## src/rtl/core/sbps_pkg.sv

```systemverilog
// shared types and constants of the sprite billboard pixel shader
// no dependencies
`timescale 1ns / 1ps
`default_nettype none
package sbps_pkg;
    localparam int DATA_W = 32;
    localparam int ADDR_W = 14;
    localparam int POS_W  = 10;
    localparam int CMD_W  = 2;

    // command codes
    localparam logic [CMD_W-1:0] CMD_WRITE_TEXEL = 2'd0;
    localparam logic [CMD_W-1:0] CMD_WRITE_DEPTH = 2'd1;
    localparam logic [CMD_W-1:0] CMD_RENDER      = 2'd2;

    // register indexes
    localparam logic [2:0] REG_WIDTH    = 3'd0;
    localparam logic [2:0] REG_HEIGHT   = 3'd1;
    localparam logic [2:0] REG_CENTER_X = 3'd2;
    localparam logic [2:0] REG_DEPTH    = 3'd3;
    localparam logic [2:0] REG_FRAME    = 3'd4;

    localparam logic [23:0] COLOR_MASK = 24'hFF_FFFF;

    // word travelling alongside the dividers
    typedef struct packed {
        logic [CMD_W-1:0]  cmd;
        logic [ADDR_W-1:0] addr;
        logic [DATA_W-1:0] wval;
        logic [POS_W-1:0]  col;
        logic [POS_W-1:0]  row;
        logic              bad;
        logic              neg_x;
        logic              neg_y;
    } side_t;
endpackage
`default_nettype wire

```

## src/rtl/core/sbps_div.sv

```systemverilog
// pipelined restoring divider, one quotient bit per stage, with range flag
// uses sbps_pkg
`timescale 1ns / 1ps
`default_nettype none
module sbps_div #(
    parameter int QB    = 6,
    parameter int LIMIT = 64
) (
    input  wire logic                        clk,
    input  wire logic                        en,
    input  wire logic [sbps_pkg::DATA_W-1:0] num,
    input  wire logic [sbps_pkg::DATA_W-1:0] den,
    output logic [QB-1:0]                    quo,
    output logic                             in_range
);
    localparam int NW = sbps_pkg::DATA_W;

    logic [NW-1:0] rem_reg [0:QB-1];
    logic [NW-1:0] den_reg [0:QB-1];
    logic [QB-1:0] q_reg   [0:QB];
    logic          ok_reg  [0:QB];
    logic [NW-1:0] trial   [0:QB-1];
    logic          ge      [0:QB-1];
    logic [NW-1:0] limit_val;

    // quotient fits only if num < den * limit
    assign limit_val = NW'(den * LIMIT);

    // trial subtract for each stage
    always_comb
    begin
        for (int j = 0; j < QB; j++)
        begin
            trial[j] = den_reg[j] << (QB - 1 - j);
            ge[j]    = rem_reg[j] >= trial[j];
        end
    end

    always_ff @(posedge clk)
    begin
        if (en)
        begin
            rem_reg[0] <= num;
            den_reg[0] <= den;
            q_reg[0]   <= '0;
            ok_reg[0]  <= num < limit_val;
            for (int j = 0; j < QB; j++)
            begin
                q_reg[j+1]  <= q_reg[j] | (QB'(ge[j]) << (QB - 1 - j));
                ok_reg[j+1] <= ok_reg[j];
                if (j < QB - 1)
                begin
                    rem_reg[j+1] <= ge[j] ? rem_reg[j] - trial[j] : rem_reg[j];
                    den_reg[j+1] <= den_reg[j];
                end
            end
        end
    end

    assign quo      = q_reg[QB];
    assign in_range = ok_reg[QB];
endmodule
`default_nettype wire

```

## config.mk

```make
export PLATFORM = sky130hd
export DESIGN_NAME = sbps_div
export DESIGN_NICKNAME = d
export VERILOG_FILES = /design/src/rtl/core/sbps_pkg.sv /design/src/rtl/core/sbps_div.sv
export SDC_FILE = /design/constraint.sdc
export NUM_CORES = 1
export LEC_CHECK = 0
export BUFFER_PORTS_ARGS = -buffer_cell sky130_fd_sc_hd__buf_2
export CAP_MARGIN = 20
export CORE_UTILIZATION = 30
export CTS_CLUSTER_DIAMETER = 150
export DETAILED_ROUTE_END_ITERATION = 6
export PLACE_DENSITY_LB_ADDON = 0.15
export SYNTH_ARGS = -nofsm -noshare
export SYNTH_HDL_FRONTEND = slang
export SYNTH_SLANG_ARGS = --single-unit
```

## constraint.sdc

```tcl
create_clock -name clk -period 4.71 [get_ports clk]
set_clock_uncertainty 0.05 [all_clocks]
set_input_delay 0.471 -clock clk [delete_from_list [all_inputs] [get_ports clk]]
set_output_delay 0.471 -clock clk [all_outputs]
set_load 0.005 [all_outputs]
```

* Yosys cells after proc, flatten, opt, wreduce, memory -nomap -nowiden
Memory sizes are Yosys's and may differ from the RTL's.
Index checks and enable logic that the tools add are counted.
** Operators by class
- Add/sub/neg operators :: 5
- $lt $le $gt $ge :: 7
- Muxes and demuxes :: 7
- Bitwise logic cells :: 6
** Operators by type and width (number)
- $ge 32x32->1 :: 6
- $mux 32 :: 5
- $sub 32x32->32 :: 5
- $lt 32x32->1 :: 1
- $or 6x1->6 :: 1
- $or 6x2->6 :: 1
- $or 6x3->6 :: 1
- $or 6x4->6 :: 1
- $or 6x5->6 :: 1
- $or 6x6->6 :: 1
- $mux 1 :: 2
** Word-level totals
- Register bits after elaboration :: 0
- Bits in writable memories :: 433
- Bits of input ports :: 66
- Output and inout bits :: 7
- Word-level logic and storage cells :: 29
- Memories kept :: 4
** Memories
- den_reg :: depth 6, bits a word 32, read ports 6, clocked after memory_dff 0, wr ports 6, RTL line sbps_div.sv:19 : logic [NW-1:0] den_reg [0:QB-1];
- rem_reg :: depth 6, bits a word 32, read ports 6, clocked after memory_dff 0, wr ports 6, RTL line sbps_div.sv:18 : logic [NW-1:0] rem_reg [0:QB-1];
- q_reg :: depth 7, bits a word 6, read ports 7, clocked after memory_dff 0, wr ports 7, RTL line sbps_div.sv:20 : logic [QB-1:0] q_reg [0:QB];
- ok_reg :: depth 7, bits a word 1, read ports 7, clocked after memory_dff 0, wr ports 7, RTL line sbps_div.sv:21 : logic ok_reg [0:QB];

* Depth between registers and ports, before layout
An unclocked memory read counts as a cell.
- Word-level depth :: 3
- Gate-level depth with buffers :: 13
- Depth with buffers taken out :: 13

* Worst setup path before layout
OpenSTA, ideal clock, no wires.
- Path type :: reg-to-reg
- Start :: mem rem_reg[3][4] in the netlist's numbering
- End :: mem rem_reg[4][24] in the netlist's numbering (data pin)
- Library setup time :: 0.260 ns
- Arrival :: 2.853 ns
- Data required time :: 4.400 ns
- Path slack :: 1.547 ns
- Stages on the path, launching flop included :: 12
- Buffers on the path :: 1
- Period minus slack after synthesis :: 3.163 ns
- Cell sequence :: edfxtp_1 -> ha_1 -> nor2b_1 -> o31a_1 -> o31a_1 -> o41ai_4 -> o21ai_1 -> a21o_1 -> a21oi_2 -> a31o_2 -> buf_4 -> mux2_2
** RTL lines (RTL line)
- from (decl) :: sbps_div.sv:18

==> flow_metrics.env <==
export IMPL_arrival_ns=3.98
export IMPL_numCtsBuffers=48
export IMPL_async_flop_share_pct=0
export IMPL_drive_above_1_share_pct=11.73
export IMPL_via_count=15240
export IMPL_synth_enable_flop_cells=412
export IMPL_whs_ns=0.04498
export IMPL_muxShareOfSynthArea_pct=4.504
export IMPL_clkSlewWorstSetupHoldPaths_ns=0.06
export IMPL_avgSynthCellArea_um2=11.41
export IMPL_met1_usage_pct=15.95
export IMPL_cts_sinks=412
export IMPL_syn_area_um2=23610
export IMPL_finalInstanceArea_um2=27280
export IMPL_grt_max_degree=94
export IMPL_r2r_start="rem_reg[3][4]"
export IMPL_critPathMostFrequentCell="o31a_1"
export IMPL_syn_nets=2342
export IMPL_rsz0062_at_grt="false"
export IMPL_p_comb_share_pct=34.2
export IMPL_hp_start="num[12]"
export IMPL_drv_slew=0
export IMPL_coreArea_um2=77720
export IMPL_ant_nets=0
export IMPL_start_util_pct=30.38
export IMPL_power_frac_seq_pct=37.7
export IMPL_end_kind="flop"
export IMPL_yosysWarnings=0
export IMPL_grt_first_pass_wirelength_um=81080
export IMPL_timing_final_crit_share_pct=78.56
export IMPL_swShare_pct=32.26
export IMPL_drt_initial_drc_count=724
export IMPL_grtUsageMet3_pct=1.900
export IMPL_worst_path_max_delay_cell="edfxtp_1"
export IMPL_cp_max_fo=31
export IMPL_ir_drop_uv=266.1
export IMPL_p_switching_mw=4.447
export IMPL_startpoint_type="flop"
export IMPL_drt_total_wl_um=50470
export IMPL_synth_seq_cells=412
export IMPL_post_route_util_pct=35.10
export IMPL_outcome="completed"
export IMPL_n_fill_cell=7647
export IMPL_vias_per_cell=4.656
export IMPL_cts_path_max_buffers=3
export IMPL_hp_class="in2reg"
export IMPL_synth_area_leaders="edfxtp_1 (52%), ha_1 (11%), inv_1 (3.8%), a21oi_1 (3.1%), mux2_2 (3.0%)"
export IMPL_synth_top_family_by_area="compound AO/OA/AOI/OAI gates"
export IMPL_ff_latch_area_um2=12370
export IMPL_top_usage_layer="met2"
export IMPL_multi_input_area_um2=10120
export IMPL_max_freq_mhz=270.2
export IMPL_gp_congestion=0.9164
export IMPL_maxCapViolCount=0
export IMPL_placed_area_um2=25210
export IMPL_use_met2_pct=21.31
export IMPL_finalHoldViolations=0
export IMPL_synth_flop_cell="edfxtp_1"
export IMPL_setup_viol=0
export IMPL_cp_cell_sequence="ha_1 > nor2b_1 > o31a_1 > o31a_1 > o41ai_4 > o21ai_1 > a21o_1 > a21oi_2 > a31o_2 > buf_4 > mux2_2"
export IMPL_syn_inst=2069
export IMPL_clock_root_buffer="clkbuf_16"
export IMPL_dp_hpwl_um=38550
export IMPL_synth_distinct_cells=70
export IMPL_worstMarginPinSlew_ns=0.8513
export IMPL_wl_per_cell_um=15.42
export IMPL_crit_start="rem_reg[3][4]"
export IMPL_overflow=0
export IMPL_die_x_um=282.6
export IMPL_critPathBufInv=1
export IMPL_required_ns=4.99
export IMPL_critical_path_class="reg2reg"
export IMPL_fin_setup_tns_ns=0
export IMPL_crit_family="compound AO/OA/AOI/OAI gates"
export IMPL_num_rows=102
export IMPL_antenna_found_initial=0
export IMPL_regToRegSetupSlack_ns=1.01
export IMPL_dpl_cell_count=3143
export IMPL_power_mw=13.79
export IMPL_die_area_um2=79840
export IMPL_grt_pass1_vias=15630
export IMPL_cts_htree_levels=2
export IMPL_pwr_share_clk_pct=28.1
export IMPL_slew_headroom_pct=42.72
export IMPL_clkLatencyLatePin_ns=0.58
export IMPL_finalWorstSetupSlack_ns=1.010
export IMPL_drc=0
export IMPL_cts_tree="built"
export IMPL_n_antenna_cell=0
export IMPL_dpl_worst_slack_ns=1.038
export IMPL_synth_top_area_share_pct=52.39
export IMPL_drt_pass1_iter_count=7
export IMPL_synth_largest_area_cell="edfxtp_1"
export IMPL_synth_adder_area_share_pct=11.13
export IMPL_ios=73
export IMPL_area_delta_synth_final_pct=15.51
export IMPL_synth_compound_area_share_pct=13.98
export IMPL_synth_seq_area_share_pct=52.39
export IMPL_nets=2468
export IMPL_p_int_mw=9.340
export IMPL_synth_xor_xnor_area_share_pct=4.525
export IMPL_p_leak_nw=11.30
export IMPL_die_y_um=282.6
export IMPL_fin_crit_ns=3.700
export IMPL_max_stage_delay_ns=0.40
export IMPL_p_per_area_nw_per_um2=505.4
export IMPL_grt_usage_pct=12.68
export IMPL_final_cells=3273
export IMPL_place_port_buffers=72
export IMPL_synthSimpleGateAreaFrac_pct=8.684
-- power by group through the flow --
stage / logic [mW] / clock network (mW) / registers, mW
final: 4.71 / 3.88 / 5.19
after global routing: 5.31 / 4.14 / 5.27
after CTS: 4.74 / 4.02 / 5.21
after detailed placement: 4.67 / 0 / 5.28
after global placement: 4.64 / 0 / 5.30
after floorplan: 3.63 / 0 / 5.11
-- logic make-up (layout without fill, tap and decap cells) --
logic type / count (synthesis) / after routing
simple gates: 434 / 434
compound gates: 512 / 512
mux: 90 / 90
buf+inv: 292 / 456
fa+ha+maj: 207 / 207
flops: 412 / 412
xor+xnor: 122 / 122
-- final timing paths --
kind / end / cells after the start
setup / recovery: rem_reg[4][11] / 11
hold / removal: rem_reg[0][12] / 1
setup reg to reg: rem_reg[4][11] / 11
hold reg to reg: den_reg[1][28] / 0
-- routing by layer --
layer	part of all wire [%]	vias to the layer above
li1	-	7813
met1	46	7001
met2	46	311
met3	3.6	115
met4	4.2	0
met5	0	-
-- cell usage after synthesis, types with 11 or more instances --
cell	count
nand3_1	37
a31oi_1	18
o21ai_0	129
mux2_4	17
nand2_1	150
o21a_1	21
nand4_1	33
mux2_2	62
nor3_1	21
clkbuf_1	40
mux2i_1	11
xor2_1	44
ha_1	202
inv_1	238
and3_1	11
o21bai_1	11
a211oi_1	12
nand2b_1	22
a21o_1	80
xnor2_1	78
nor2_1	94
a21oi_1	146
nor2b_1	33
edfxtp_1	412
o31ai_1	13
-- final cells by class --
type                       count  share of cell area (%)
clock buffer                  58                   4.541
clock inverter                30                   1.482
inverter                     238                   3.275
multi-input combinational   1365                   37.10
sequential                   412                   45.36
tap                         1040                   4.770
timing repair buffer         130                   3.477
-- timing repair --
| item | 4_1_cts | 5_1_grt |
|---|---|---|
| gates resized for setup | 0 | 0 |
| hold buffers | 42 | 0 |
| buffers inserted | 0 | 0 |
| endpoints found under the hold margin | 42 | 0 |
-- layout by cell type (no fill, tap or decap), types with 10 or more instances in the layout --
cell type      netlist  layout
a31oi_1             18      18
dlygate4sd3_1        0      42
nor2_1              94      94
nor3_1              21      21
nor4_1              10      10
a211oi_1            12      12
mux2_2              62      62
mux2i_1             11      11
mux2_4              17      17
a21oi_1            146     146
inv_1              238     238
clkbuf_16            0      48
o31ai_1             13      13
o21bai_1            11      11
buf_2                7      71
o211ai_1            10      10
xor2_1              44      44
a21o_1              80      80
nor2b_1             33      33
xnor2_1             78      78
edfxtp_1           412     412
ha_1               202     202
o21a_1              21      21
nand2_1            150     150
and3_1              11      11
clkbuf_1            40      10
o21ai_0            129     129
nand3_1             37      37
nand2b_1            22      22
buf_4                3      13
nand4_1             33      33
Power figures use the tool's default switching activity.
